## src/rtl/rgb_box_blur_3x3_macros.svh

```systemverilog
// Assertion helpers shared by the blur block.
// Each helper takes a label, the clock, the reset, the antecedent, the consequent and the message.
`ifndef RGB_BOX_BLUR_3X3_MACROS_SVH
`define RGB_BOX_BLUR_3X3_MACROS_SVH
`ifndef ASSERT_OFF
`define RBB_ASSERT_IMP(lbl, clk_s, rst_s, ante, cons, msg) \
  lbl: assert property (@(posedge clk_s) disable iff (rst_s) (ante) |-> (cons)) \
    else $error(msg);
`define RBB_ASSERT_NXT(lbl, clk_s, rst_s, ante, cons, msg) \
  lbl: assert property (@(posedge clk_s) disable iff (rst_s) (ante) |=> (cons)) \
    else $error(msg);
`else
`define RBB_ASSERT_IMP(lbl, clk_s, rst_s, ante, cons, msg)
`define RBB_ASSERT_NXT(lbl, clk_s, rst_s, ante, cons, msg)
`endif
`endif

```

## src/rtl/rbb_pkg.sv

```systemverilog
`timescale 1ns / 1ps
package rbb_pkg;

  localparam int SAMPLE_W   = 8;
  localparam int CHANNELS   = 3;
  localparam int PIXEL_W    = SAMPLE_W * CHANNELS;
  localparam int LINE_W     = 2 * PIXEL_W;
  localparam int WIN_ROWS   = 3;
  localparam int WIN_TAPS   = 2 * WIN_ROWS;
  localparam int TAPS       = 3 * WIN_ROWS;

  // Nine 8-bit samples sum to at most 2295, which fits 12 bits.
  localparam int SUM_W       = 12;
  // floor(s / 9) == (s * 3641) >> 15 for every s below 32768.
  localparam int DIV9_RECIP  = 3641;
  localparam int DIV9_SHIFT  = 15;
  localparam int PROD_W      = 24;

  localparam int FIFO_DEPTH  = 4;
  localparam int FIFO_PW     = 2;
  localparam int FIFO_CW     = 3;

  localparam int WIDTH_REG_W  = 11;
  localparam int HEIGHT_REG_W = 13;
  localparam logic [WIDTH_REG_W-1:0]  WIDTH_RESET  = 11'd1024;
  localparam logic [HEIGHT_REG_W-1:0] HEIGHT_RESET = 13'd768;

  localparam int APB_DATA_W  = 32;
  localparam int APB_ADDR_W  = 3;
  localparam int REG_SEL_BIT = 2;
  localparam logic REG_FRAME_WIDTH  = 1'b0;
  localparam logic REG_FRAME_HEIGHT = 1'b1;

  typedef logic [SAMPLE_W-1:0] sample_t;
  typedef logic [PIXEL_W-1:0]  pixel_t;
  typedef sample_t [TAPS-1:0]  taps_t;
  typedef sample_t [CHANNELS-1:0] rgb_t;

  typedef struct packed {
    logic valid;
    logic last;
  } tag_t;

  typedef struct packed {
    sample_t red;
    sample_t green;
    sample_t blue;
    logic    last;
  } result_t;

endpackage

```

## src/rtl/rbb_lane.sv

```systemverilog
`timescale 1ns / 1ps
module rbb_lane import rbb_pkg::*; (
  input  logic    clk,
  input  taps_t   taps,
  output sample_t mean
);

  logic [SUM_W-1:0]  sum;
  logic [SUM_W-1:0]  sum_r;
  logic [PROD_W-1:0] prod;

  always_comb begin
    sum = '0;
    for (int k = 0; k < TAPS; k++) begin
      sum = sum + SUM_W'(taps[k]);
    end
  end

  always_ff @(posedge clk) begin
    sum_r <= sum;
  end

  // Division by nine as a multiply by the scaled reciprocal.
  assign prod = PROD_W'(sum_r) * PROD_W'(DIV9_RECIP);
  assign mean = prod[DIV9_SHIFT +: SAMPLE_W];

endmodule

```

## config.mk

```make
export PLATFORM = sky130hd
export DESIGN_NAME = rbb_lane
export DESIGN_NICKNAME = d
export VERILOG_FILES = /design/src/rtl/rgb_box_blur_3x3_macros.svh /design/src/rtl/rbb_pkg.sv /design/src/rtl/rbb_lane.sv
export SDC_FILE = /design/constraint.sdc
export NUM_CORES = 1
export LEC_CHECK = 0
export ABC_AREA = 1
export BUFFER_PORTS_ARGS = -buffer_cell sky130_fd_sc_hd__buf_2
export CAP_MARGIN = 10
export CORE_UTILIZATION = 55
export CTS_CLUSTER_SIZE = 40
export DETAILED_ROUTE_END_ITERATION = 7
export PLACE_DENSITY_LB_ADDON = 0.05
export SLEW_MARGIN = 20
export SYNTH_ARGS = -nofsm -noshare
export SYNTH_HDL_FRONTEND = slang
export SYNTH_SLANG_ARGS = --single-unit
```

## constraint.sdc

```tcl
create_clock -name clk -period 7.25 [get_ports clk]
set_input_delay 2.175 -clock clk [delete_from_list [all_inputs] [get_ports clk]]
set_output_delay 2.175 -clock clk [all_outputs]
set_load 0.01 [all_outputs]
```

### After elaboration in Yosys (flattened, before gate mapping)

Index checks and enable logic that the tools add are counted.

* register bits after elaboration: 12
* bits of input ports: 73
* output and inout bits: 8
* logic and storage cells: 10

* add/sub/neg operators: 8
* $mul: 1

Operator list (number)
* 12-bit by 8-bit adder with 12-bit output: 4
* 12-bit by 12-bit multiplier with 23-bit output, second input constant: 1
* 11-bit by 8-bit adder with 12-bit output: 1
* 10-bit by 8-bit adder with 11-bit output: 1
* 9-bit by 8-bit adder with 10-bit output: 1
* 8-bit by 8-bit adder with 9-bit output: 1

### Longest topological paths before layout

* word-level depth: 8
* depth in mapped cells: 21
* mapped depth without buffers: 20

### Worst setup path after synthesis

OpenSTA, ideal clock, no wires.

* path kind: register to output
* start point: reg sum_r[9]
* end point: out mean[7]
* data arrival time: 3.963 ns
* required time: 5.075 ns
* path slack: 1.112 ns
* stages on the path, launching flop included: 20
* path buffers: 1
* path through: dfxtp_1 > fa_1 > ha_1 > inv_1 > fa_1 > inv_1 > fa_1 > inv_1 > fa_1 > inv_1 > ha_1 > nand2_1 > inv_1 > a21boi_1 > nand2_1 > nand2_1 > nand3_1 > nand2_1 > nand2_1 > buf_4

* longest elaborated chain between the ends: 1

Ends and longest elaborated chain
* from (decl): RTL line rbb_lane.sv:9 `logic [SUM_W-1:0] sum_r;`
* from (signal assigned): RTL line rbb_lane.sv:20 `sum_r <= sum;`
* 12-bit by 12-bit multiplier with 23-bit output: RTL line rbb_lane.sv:24 `assign prod = PROD_W'(sum_r) * PROD_W'(DIV9_RECIP);`
* to (decl): RTL line rbb_lane.sv:5 `output sample_t mean`

No other way between the ends.

### Worst setup path after layout

Same ends and word-level chain as after synthesis.

==> out/results.ini <==
[timing]
fin_crit_sh=0.919
fin_setup_tns_ns=0
min_period_ns=6.66
rsz0062_at_grt=false
relSlewSlack=0.756
finalHoldViolCount=0
finalMaxSlewViolations=0
setup_violations=0
max_freq_mhz=150
worstMarginPinSlew_ns=0.363

[final_layout]
largestRegisters=sum_r: 12 flops
diodes=0
drive_gt1_frac=0.176
final_cell_mix=inv_1 (132), fa_1 (83), ha_1 (80), buf_2 (80), nand2_1 (64)
top_register=sum_r
largest_reg_flops=12
synthToLayoutAreaGrowth_pct=12.0
nets=798
layout_commonest_cell=inv_1

[global_routing]
antenna_found_initial=0
overflow=0
grt_start_max_net_pins=8
grt_pass1_wl_mm=13.8
grt_pass1_vias=3190
grt.total_usage=0.207

[drt]
vias_per_cell=4.96
drtIter0Drc=89
drc_errors=0
routedWlPerCell_um=12.1
via_count=3276
dr.pass1.iters=4
wl_mm=7.99
ant_nets=0

[logic_synthesis]
synth-xor-area-share=0.0223
syn_avg_cell_area_um2=8.92
syn-cell-area_um2=4330
yosysSeqAreaShare=0.0555
synth_largest_area_cell=fa_1
ys_top_cells_by_area=fa_1 (38%), ha_1 (23%), inv_1 (11%)
yosysTopAreaCellShare=0.384
synth_compound_area_frac=0.0581
yosys.cell_types.count=31
netlist_instances=485
synth-adder-area-share=0.615
yosys_warnings=0
synth_nets=721
synth_seq_cells=12
synth_top_family_by_area=adder cells
synth-simple-area-share=0.117
synthMuxAreaShare=0

[cts]
clock_path_buffers=2
cts-root-buf=clkbuf_8
cts.clk_slew.worst_paths_ns=0.06
cts_tree=yes
cts_hold_buffers=0
h-tree-depth=1
post_cts_resized=0
cts_buffers=3
cts.sinks=12
post-cts-setup-buffers=0

[die]
die-area_um2=8230
coreArea_um2=7410
initial_core_util=0.584
dieWidth_um=90.7
rows=31
die-height_um=90.7
num_io_pins=81

[setup_path]
crit_arrival_ns=4.49
end_kind=output pin
critPathKind=reg2out
required_ns=5.08
startpoint_type=flop
crit_fanout=5

[placed_design]
hpwl_mm=7.56
gp_congestion=0.901
port_buffers=80

[min_path]
hold_end=sum_r[0]$_DFF_P_
hp-start=taps[64]
hold_path_class=in2reg
holdPathStages=3

[job]
cap_violations=0

[run_status]
status=complete, no violations

## cell type report
cell class | instances | area, um^2
clock buffers | 4 | 55.1
flip-flops and latches | 12 | 240
inverters | 136 | 510
repair buffers | 80 | 400
multi-input cells | 329 | 3520
well taps | 99 | 124
fillers | 654 | 2560
## critical path, stage by stage, from the launching register on
cell and delay, ns:
dfxtp_1 0.47, fa_1 0.47, ha_1 0.31, inv_1 0.06, fa_1 0.52, inv_1 0.05
fa_1 0.50, inv_1 0.06, fa_1 0.52, inv_1 0.04, ha_1 0.33, nand2_1 0.16
inv_1 0.06, a21boi_1 0.18, nand2_1 0.08, nand2_1 0.12, nand3_1 0.09, nand2_1 0.06
nand2_1 0.04, buf_2 0.13
## synthesized netlist by cell type
master and count:
nand4_1 5, fa_1 83, o21ai_0 1, nor3_2 1, a21boi_2 1, xnor2_1 2, o21ai_1 3, nand2_1 64
nand2_2 4, o211ai_1 2, xor2_1 9, ha_1 80, dfxtp_1 12, o21a_1 1, inv_1 132, o31ai_1 1
nor2_4 1, nor3_1 1, nor2_2 2, o21bai_1 4, a21o_1 3, or2_1 1, buf_4 8, nand3_1 15
a21oi_1 23, nor2_1 16, nor3b_2 1, inv_2 4, nor4_1 1, nand3_2 1, a21boi_1 3
## worst max path at each step
stage / from / end / slack (ns) / depth (start not counted)
global placement: sum_r[9]$_DFF_P_ / mean[7] / 0.96 / 19
CTS: sum_r[9]$_DFF_P_ / mean[7] / 0.57 / 19
floorplan: sum_r[9]$_DFF_P_ / mean[7] / 1.11 / 19
global route: sum_r[9]$_DFF_P_ / mean[7] / 0.30 / 19
detailed placement: sum_r[9]$_DFF_P_ / mean[7] / 0.84 / 19
finish: sum_r[9]$_DFF_P_ / mean[7] / 0.59 / 19
## logic make-up (layout without fill, tap and decap cells)
group / after synthesis / after routing
adders and majority gates: 163 / 163
buffers and inverters: 144 / 220
and+or+nand+nor: 113 / 113
AOI/OAI and AO/OA: 42 / 42
DFF: 12 / 12
xor gates and xnor gates: 11 / 11
## stage by stage
step | setup slack [ns] | hold WS (ns) | instances | util | area (um^2)
finish | 0.587 | 2.34 | 660 | 0.654 | 4850
CTS | 0.571 | 2.33 | 660 | 0.654 | 4850
global placement | 0.957 | 2.58 | 656 | 0.647 | 4790
global route | 0.300 | 2.35 | 660 | 0.654 | 4850
detailed placement | 0.841 | 2.58 | 656 | 0.647 | 4790
floorplan | 1.11 | 2.46 | 485 | - | 4330
## layer usage
metal / GRT usage / vias up / routed length (um) / part of all wire
li1: - / 1620 / - / -
met1: 0.308 / 1575 / 3640 / 0.46
met2: 0.342 / 79 / 3900 / 0.49
met3: 0.0261 / 2 / 420 / 0.053
met4: 0.00403 / 0 / 25 / 0.0031
met5: 0 / - / 0 / 0
Power is not shown: default switching activity piles up to over one toggle a cycle in this logic, so the estimate is an artifact.
