### src/rtl/rgb_box_blur_3x3_macros.svh
// Assertion helpers shared by the blur block.
// Each helper takes a label, the clock, the reset, the antecedent, the consequent and the message.
`ifndef RGB_BOX_BLUR_3X3_MACROS_SVH
`define RGB_BOX_BLUR_3X3_MACROS_SVH
`ifndef ASSERT_OFF
`define RBB_ASSERT_IMP(lbl, clk_s, rst_s, ante, cons, msg) \
  lbl: assert property (@(posedge clk_s) disable iff (rst_s) (ante) |-> (cons)) \
    else $error(msg);
`define RBB_ASSERT_NXT(lbl, clk_s, rst_s, ante, cons, msg) \
  lbl: assert property (@(posedge clk_s) disable iff (rst_s) (ante) |=> (cons)) \
    else $error(msg);
`else
`define RBB_ASSERT_IMP(lbl, clk_s, rst_s, ante, cons, msg)
`define RBB_ASSERT_NXT(lbl, clk_s, rst_s, ante, cons, msg)
`endif
`endif

### src/rtl/rbb_pkg.sv
`timescale 1ns / 1ps
package rbb_pkg;

  localparam int SAMPLE_W   = 8;
  localparam int CHANNELS   = 3;
  localparam int PIXEL_W    = SAMPLE_W * CHANNELS;
  localparam int LINE_W     = 2 * PIXEL_W;
  localparam int WIN_ROWS   = 3;
  localparam int WIN_TAPS   = 2 * WIN_ROWS;
  localparam int TAPS       = 3 * WIN_ROWS;

  // Nine 8-bit samples sum to at most 2295, which fits 12 bits.
  localparam int SUM_W       = 12;
  // floor(s / 9) == (s * 3641) >> 15 for every s below 32768.
  localparam int DIV9_RECIP  = 3641;
  localparam int DIV9_SHIFT  = 15;
  localparam int PROD_W      = 24;

  localparam int FIFO_DEPTH  = 4;
  localparam int FIFO_PW     = 2;
  localparam int FIFO_CW     = 3;

  localparam int WIDTH_REG_W  = 11;
  localparam int HEIGHT_REG_W = 13;
  localparam logic [WIDTH_REG_W-1:0]  WIDTH_RESET  = 11'd1024;
  localparam logic [HEIGHT_REG_W-1:0] HEIGHT_RESET = 13'd768;

  localparam int APB_DATA_W  = 32;
  localparam int APB_ADDR_W  = 3;
  localparam int REG_SEL_BIT = 2;
  localparam logic REG_FRAME_WIDTH  = 1'b0;
  localparam logic REG_FRAME_HEIGHT = 1'b1;

  typedef logic [SAMPLE_W-1:0] sample_t;
  typedef logic [PIXEL_W-1:0]  pixel_t;
  typedef sample_t [TAPS-1:0]  taps_t;
  typedef sample_t [CHANNELS-1:0] rgb_t;

  typedef struct packed {
    logic valid;
    logic last;
  } tag_t;

  typedef struct packed {
    sample_t red;
    sample_t green;
    sample_t blue;
    logic    last;
  } result_t;

endpackage

### src/rtl/rbb_stream_if.sv


interface rbb_res_if import rbb_pkg::*; ();
  logic    valid;
  logic    ready;
  sample_t red_out;
  sample_t green_out;
  sample_t blue_out;
  logic    frame_last;

  modport source (output valid, output red_out, output green_out, output blue_out,
                  output frame_last, input ready);
  modport sink (input valid, input red_out, input green_out, input blue_out,
                input frame_last, output ready);
endinterface

### src/rtl/rbb_merge.sv
`timescale 1ns / 1ps
`include "rgb_box_blur_3x3_macros.svh"
module rbb_merge import rbb_pkg::*; (
  input  logic clk,
  input  logic rst,
  input  logic reserve,
  input  tag_t tag,
  input  rgb_t mean,
  output logic can_accept,
  rbb_res_if.source blurred
);

  tag_t                held;
  result_t             fifo [FIFO_DEPTH];
  logic [FIFO_PW-1:0]  wp;
  logic [FIFO_PW-1:0]  rp;
  logic [FIFO_CW-1:0]  fill;
  logic [FIFO_CW-1:0]  credits;
  logic                push;
  logic                pop;

  assign push = held.valid;
  assign pop  = blurred.valid && blurred.ready;

  // The tag lines up with the sum register inside each lane.
  always_ff @(posedge clk) begin
    if (rst) begin
      held <= '0;
    end else begin
      held <= tag;
    end
  end

  always_ff @(posedge clk) begin
    if (push) begin
      fifo[wp] <= '{red: mean[0], green: mean[1], blue: mean[2], last: held.last};
    end
  end

  always_ff @(posedge clk) begin
    if (rst) begin
      wp      <= '0;
      rp      <= '0;
      fill    <= '0;
      credits <= '0;
    end else begin
      if (push) begin
        wp <= wp + FIFO_PW'(1);
      end
      if (pop) begin
        rp <= rp + FIFO_PW'(1);
      end
      case ({push, pop})
        2'b10:   fill <= fill + FIFO_CW'(1);
        2'b01:   fill <= fill - FIFO_CW'(1);
        default: fill <= fill;
      endcase
      case ({reserve, pop})
        2'b10:   credits <= credits + FIFO_CW'(1);
        2'b01:   credits <= credits - FIFO_CW'(1);
        default: credits <= credits;
      endcase
    end
  end

  // Every result in flight holds a queue slot from the beat that causes it.
  assign can_accept = credits < FIFO_CW'(FIFO_DEPTH);

  assign blurred.valid      = fill != '0;
  assign blurred.red_out    = fifo[rp].red;
  assign blurred.green_out  = fifo[rp].green;
  assign blurred.blue_out   = fifo[rp].blue;
  assign blurred.frame_last = fifo[rp].last;

  `RBB_ASSERT_IMP(a_push_has_room, clk, rst, held.valid,
                  fill < FIFO_CW'(FIFO_DEPTH), "result queue written while full")
  `RBB_ASSERT_IMP(a_fill_within_credit, clk, rst, 1'b1, fill <= credits,
                  "queue holds more results than were reserved")

endmodule
### src/flat_wrapper.sv
// flat-port wrapper written by rule: the top's interface ports become plain ports
module rbb_merge_flat import rbb_pkg::*;
  (clk, rst, reserve, tag, mean, can_accept, blurred_valid, blurred_red_out, blurred_green_out, blurred_blue_out, blurred_frame_last, blurred_ready);
  rbb_res_if blurred_i ();
  input  logic clk;
  input  logic rst;
  input  logic reserve;
  input  tag_t tag;
  input  rgb_t mean;
  output logic can_accept;
  output wire logic [$bits(blurred_i.valid)-1:0] blurred_valid;
  output wire logic [$bits(blurred_i.red_out)-1:0] blurred_red_out;
  output wire logic [$bits(blurred_i.green_out)-1:0] blurred_green_out;
  output wire logic [$bits(blurred_i.blue_out)-1:0] blurred_blue_out;
  output wire logic [$bits(blurred_i.frame_last)-1:0] blurred_frame_last;
  input wire logic [$bits(blurred_i.ready)-1:0] blurred_ready;
  assign blurred_valid = blurred_i.valid;
  assign blurred_red_out = blurred_i.red_out;
  assign blurred_green_out = blurred_i.green_out;
  assign blurred_blue_out = blurred_i.blue_out;
  assign blurred_frame_last = blurred_i.frame_last;
  assign blurred_i.ready = blurred_ready;
  rbb_merge u_core (.clk(clk), .rst(rst), .reserve(reserve), .tag(tag), .mean(mean), .can_accept(can_accept), .blurred(blurred_i));
endmodule
### config.mk
export PLATFORM = sky130hd
export DESIGN_NAME = rbb_merge_flat
export DESIGN_NICKNAME = d
export VERILOG_FILES = /design/src/rtl/rbb_pkg.sv /design/src/rtl/rbb_stream_if.sv /design/src/rtl/rbb_merge.sv /design/src/flat_wrapper.sv
export VERILOG_INCLUDE_DIRS = /design/src /design/src/rtl
export SDC_FILE = /design/constraint.sdc
export NUM_CORES = 1
export LEC_CHECK = 0
export BUFFER_PORTS_ARGS = -buffer_cell sky130_fd_sc_hd__buf_2
export CAP_MARGIN = 0
export CORE_UTILIZATION = 57
export DETAILED_ROUTE_END_ITERATION = 16
export GPL_TIMING_DRIVEN = 0
export HOLD_SLACK_MARGIN = 0.12
export PLACE_DENSITY = 0.86
export SYNTH_ARGS = -nofsm -noshare
export SYNTH_HDL_FRONTEND = slang
export SYNTH_SLANG_ARGS = --single-unit
export TNS_END_PERCENT = 30
### constraint.sdc
create_clock -name clk -period 2.29 [get_ports clk]
set_input_delay 0.229 -clock clk [delete_from_list [all_inputs] [get_ports clk]]
set_output_delay 0.229 -clock clk [all_outputs]
set_load 0.03 [all_outputs]
Yosys cells after proc, flatten, opt, wreduce, memory -nomap -nowiden --
Memories as Yosys holds them, arrays and structs flattened. A register that Yosys moved wholly into a read port is not among the register bits. Cells that the tools add are included.
Word-level totals: register bits 12, input bits 30, memories 1, output and inout port bits 27, memory bits (writable) 100, word-level logic and storage cells 28
Memory list:
- u_core.fifo | depth 4, bits a word 25, read ports 1, clocked after memory_dff 1, write ports 1, RTL line rbb_merge.sv:14 | result_t fifo [FIFO_DEPTH];
Cells by class: order comparisons 1, add/subtract/negate cells 6, equality and inequality tests 4, mux-type cells 6, reduce and logical (&&, ||, !) cells 4
Operators by type and width (count):
- 3-bit one-hot mux with 2 select lines | 2
- 3-bit by 1-bit adder with 3-bit output (second input constant) | 2
- 3-bit by 1-bit subtractor with 3-bit output (second input constant) | 2
- 2-bit by 1-bit adder with 2-bit output (second input constant) | 2
- 2-bit by 1-bit == test with 1-bit output (second input constant) | 2
- 2-bit == test (second input constant) | 2
- 2-bit two-way mux | 2
- 2-bit nonzero test | 2
- 3-bit less-than comparator (second input constant) | 1
- 3-bit nonzero test | 1
- 1-bit two-way mux | 2
- 1-bit logical AND | 1

Logic depth before layout (Yosys ltp) --
word-level depth 4, gate-level depth with buffers 7, mapped depth without buffers 7

Worst setup path after synthesis --
Ideal clock, no wire load.
path kind flip-flop to flip-flop, start point register u_core.fill[0], end point register u_core.credits[2], period minus slack after synthesis 1.793 ns, data arrival time 1.722 ns, required time 2.219 ns, path slack 0.497 ns, library setup time 0.071 ns, cell stages (with the launch flop) 8, path buffers 0, cell sequence dfxtp_1 > o31a_1 > ha_1 > inv_1 > fa_1 > xor2_1 > or3_1 > a21oi_1
On the way: cells in the longest elaborated chain, start to end 4, elaborated cells on any way between the ends 6, those cells by class eq/ne (2); mux (1); reduce/logical (3)
RTL lines:
- from (decl) | RTL line rbb_merge.sv:17 | logic [FIFO_CW-1:0] fill;
- from (signal assigned) | RTL line rbb_merge.sv:54 | 2'b10: fill <= fill + FIFO_CW'(1);
- from (signal assigned) | RTL line rbb_merge.sv:55 | 2'b01: fill <= fill - FIFO_CW'(1);
- from (signal assigned) | RTL line rbb_merge.sv:56 | default: fill <= fill;
- 3-bit nonzero test * | RTL line rbb_merge.sv:69 | assign blurred.valid = fill != '0;
- 1-bit logical AND * | RTL line rbb_merge.sv:23 | assign pop = blurred.valid && blurred.ready;
- 2-bit by 1-bit == test with 1-bit output / 2-bit == test (equally long branches) | RTL line rbb_merge.sv:58 | case ({reserve, pop})
- 3-bit one-hot mux with 2 select lines / 2-bit nonzero test (equally long branches)
- to (signal assigned) | RTL line rbb_merge.sv:59 | 2'b10: credits <= credits + FIFO_CW'(1);
- to (signal assigned) | RTL line rbb_merge.sv:60 | 2'b01: credits <= credits - FIFO_CW'(1);
- to (signal assigned) | RTL line rbb_merge.sv:61 | default: credits <= credits;
- to (decl) | RTL line rbb_merge.sv:18 | logic [FIFO_CW-1:0] credits;
Mark *: on every way between the ends. The rest lies on a longest branch, timed or not. A chain may end at the register's enable or synchronous reset.

==> metrics.md <==
| Metric | Value |
|---|---|
| Outcome | `finished clean` |
| First-pass GRT wire length | `11,300 um` |
| Power Dens Cells | `1080 nW/um2` |
| Wire per inst | `18.0 um` |
| Hold WC Path Type | `in2reg` |
| Number of remaining DRC errors | `0` |
| Worst slew pin tran | `1.33 ns` |
| Ys Warns | `0` |
| Clock-pin slew of the registers on the worst-case setup and hold paths | `0.05 ns` |
| FMAX | `484 MHz` |
| Vias in the first global route | `2,274` |
| Number of synthesized register bits | `114` |
| Hold Path Cell Cnt | `4` |
| Post-Syn Area per Cell | `21.4 um2` |
| HPWL after DPL | `~4300 um` |
| Post-CTS Resized | `0` |
| R2r endpoint | `u_core.fifo[2][3]` |
| CP endpoint kind | `primary output` |
| R2R Path Start | `u_core.wp[0]` |
| Num CTS Buffers | `17` |
| Pre-antenna DRT Iters | `4` |
| Setup Viol. Count Final | `0` |
| Clock skew | `approximately 0.012 ns` |
| Crit-path max FO | `10` |
| Largest net degree at the start of global routing | `26` |
| PnR worst setup slack | `around 0.22 ns` |
| Syn nets | `239` |
| Port bufs | `56` |
| WP data arrival | `1.84 ns` |
| Synth Instances | `~200` |
| Period Utilization, post-route | `0.903` |
| Post-synthesis compound-gate area fraction | `0.0110` |
| Chip Width | `88.9 um` |
| RSZ-0062 raised after global routing | `false` |
| DP Worst Slack | `~0.27 ns` |
| Mapped Area | `4310 um2` |
| Area Growth Syn to Fin | `26.6%` |
| Antenna diodes | `0` |
| # H-tree levels | `4` |
| Startpoint types | `register` |
| Final TNS setup | `0 ns` |
| Fin crit period | `2.07 ns` |
| Initial antenna violation count | `0` |
| Ratio of cells with drive above 1 in the final layout | `0.334` |
| Std-Cell Rows | `31` |
| WL final | `7440 um` |
| Sequential cell area | `3280 um2` |
| Synth Area in Adders | `0.0267` |
| Net count, final | `341` |
| Synth unique cells | `23` |
| CTS root buffer | `clkbuf_8` |
| Initial Util | `0.591` |
| Post-synth top area cell | `edfxtp_1` |
| Reg2Reg Setup Slack | `~0.27 ns` |
| Worst-Skew Late Latency | `0.49 ns` |
| Leak pwr | `roughly 1.9 nW` |
| GRT Total Usage | `0.210` |
| Hold Path Origin | `blurred_ready` |
| CTS Buffer Depth | `2` |
| Placer congestion estimate | `between 0.6 and 0.7` |
| Area of the multi-input gates | `slightly above 900 um2` |
| Xor/xnor share of the synthesized area | `0.0142` |
| Vias per cell | `slightly above 5` |
| CP required | `2.06 ns` |
| Simple-gate area share of the yosys netlist | `0.0227` |
| Worst rel slew slack | `0.112` |
| Mux contribution to synthesized area | `0.137` |
| Synth top area share | `0.697` |
| Largest family of logic cells by synthesized area | `multiplexers` |
| Core footprint | `7290 um2` |
| Post-synthesis sequential area ratio | `0.762` |
| Worst reg-to-reg path cell count | `3` |
| Area contributors post-synth | `edfxtp_1, mux4_2, dfxtp_1, mux4_1, ha_1` |
| Drt initial violations | `162` |
| Slew Limit Fails | `0` |
| Boundary Pins | `57` |
| CTS tree | `done` |
| Via count | `2,126` |
| Die Height | `88.9 um` |
| Clock Sink Count | `114` |
| Gr ovfl total | `0` |
| Die area | `7910 um2` |
| MaxCap Viol Count | `0` |
| Final Hold Viols | `0` |
| Final ANT Viol Nets | `0` |
| Critical path class | `reg2out` |
| Fillers | `about 460` |
| Worst VDD drop | `~0.69 mV` |
[cell families (layout without fill, tap and decap cells)]
| logic type | count (synthesis) | in the layout |
|---|---|---|
| DFF | 114 | 114 |
| muxes | 26 | 26 |
| and+or+nand+nor | 20 | 20 |
| buffers and inverters | 18 | 131 |
| adders and majority gates | 8 | 8 |
| AOI/OAI and AO/OA | 8 | 8 |
| xor gates and xnor gates | 7 | 7 |
[synth_stat cells, drive strengths merged]
| master | count |
|---|---|
| edfxtp | 100 |
| mux4 | 25 |
| dfxtp | 14 |
| inv | 11 |
| nor2 | 11 |
| ha | 6 |
| buf | 5 |
| xor2 | 5 |
| a21oi | 4 |
| and2 | 4 |
| or3 | 3 |
| clkbuf | 2 |
| fa | 2 |
| nor2b | 2 |
| o21ai | 2 |
| xnor2 | 2 |
| mux2i | 1 |
| o311ai | 1 |
| o31a | 1 |
[per-layer routing]
metal	up-vias	wire [um]	global-route usage
li1	1007	-	-
met1	1050	2960	0.238
met2	62	4100	0.374
met3	7	299	0.0628
met4	0	76	0.0880
met5	-	0	0
[what timing repair did]
item,in CTS,in global routing
setup buffers,0,0
endpoints found under the hold margin,99,0
hold buffers,27,0
[layout make-up]
cell class	count	share of cell area
Inverter	11	0.00757
Clock buffer	19	0.0773
Multi-Input combinational cell	69	0.168
Clock inverter	11	0.00895
Timing Repair Buffer	83	0.101
Tap cell	99	0.0227
Sequential cell	114	0.602
Buffer	7	0.0128
[through the flow]
stage | power, mW | utilization | cells | hold slack, ns | area (um2)
5_1_grt | 6.17 | 0.748 | 413 | 0.203 | 5450
3_3_place_gp | 3.83 | 0.646 | 356 | 0.439 | 4710
4_1_cts | 5.96 | 0.748 | 413 | 0.157 | 5450
2_1_floorplan | 3.55 | - | 201 | 0.298 | 4310
3_5_place_dp | 3.86 | 0.646 | 356 | 0.447 | 4710
6_report | 5.92 | 0.748 | 413 | 0.173 | 5450
[worst max path at each step]
stage	from	to	slack, ns	cells after the start
after floorplan	u_core.fill[0]	u_core.credits[2]	0.50	7
after global placement	u_core.wp[0]	u_core.fifo[0][3]	0.33	3
after detailed placement	u_core.wp[0]	u_core.fifo[2][8]	0.27	3
after CTS	register	blurred_red_out[7]	0.19	4
after global routing	register	blurred_red_out[2]	0.12	4
final	register	blurred_red_out[7]	0.22	4
[cell usage in the layout, fill, tap and decap left out, types with 2 or more instances in the layout]
| master | instances |
|---|---|
| clkbuf_16 | 16 |
| nor2_1 | 11 |
| fa_1 | 2 |
| clkbuf_1 | 3 |
| clkinv_2 | 6 |
| mux4_1 | 5 |
| and2_1 | 4 |
| buf_12 | 2 |
| nor2b_1 | 2 |
| a21oi_1 | 4 |
| buf_2 | 58 |
| ha_1 | 6 |
| xor2_1 | 5 |
| xnor2_1 | 2 |
| edfxtp_1 | 100 |
| o21ai_0 | 2 |
| clkinv_1 | 5 |
| mux4_2 | 20 |
| or3_1 | 3 |
| dlygate4sd3_1 | 27 |
| dfxtp_1 | 14 |
| inv_1 | 11 |
[flip-flops by register name, indices dropped and copies added, names as in the netlist, named ones only]
register	count
u_core.fifo	100
u_core.fill	3
u_core.rp	2
u_core.push	1
u_core.wp	2
u_core.held	1
u_core.credits	3
[critical path, stage by stage, from the launching register on]
cell and delay, ns:
dfxtp_1 0.30, clkbuf_2 0.18, buf_2 0.31, mux4_2 0.35, buf_2 0.20
[where the power goes]
group	leakage (nW)	internal (mW)	switching (mW)
combinational	0.671	0.623	0.798
clock	0.238	1.27	0.783
sequential	1.02	2.38	0.0606
total	1.93	4.27	1.64
Power figures use the tool's default switching activity.
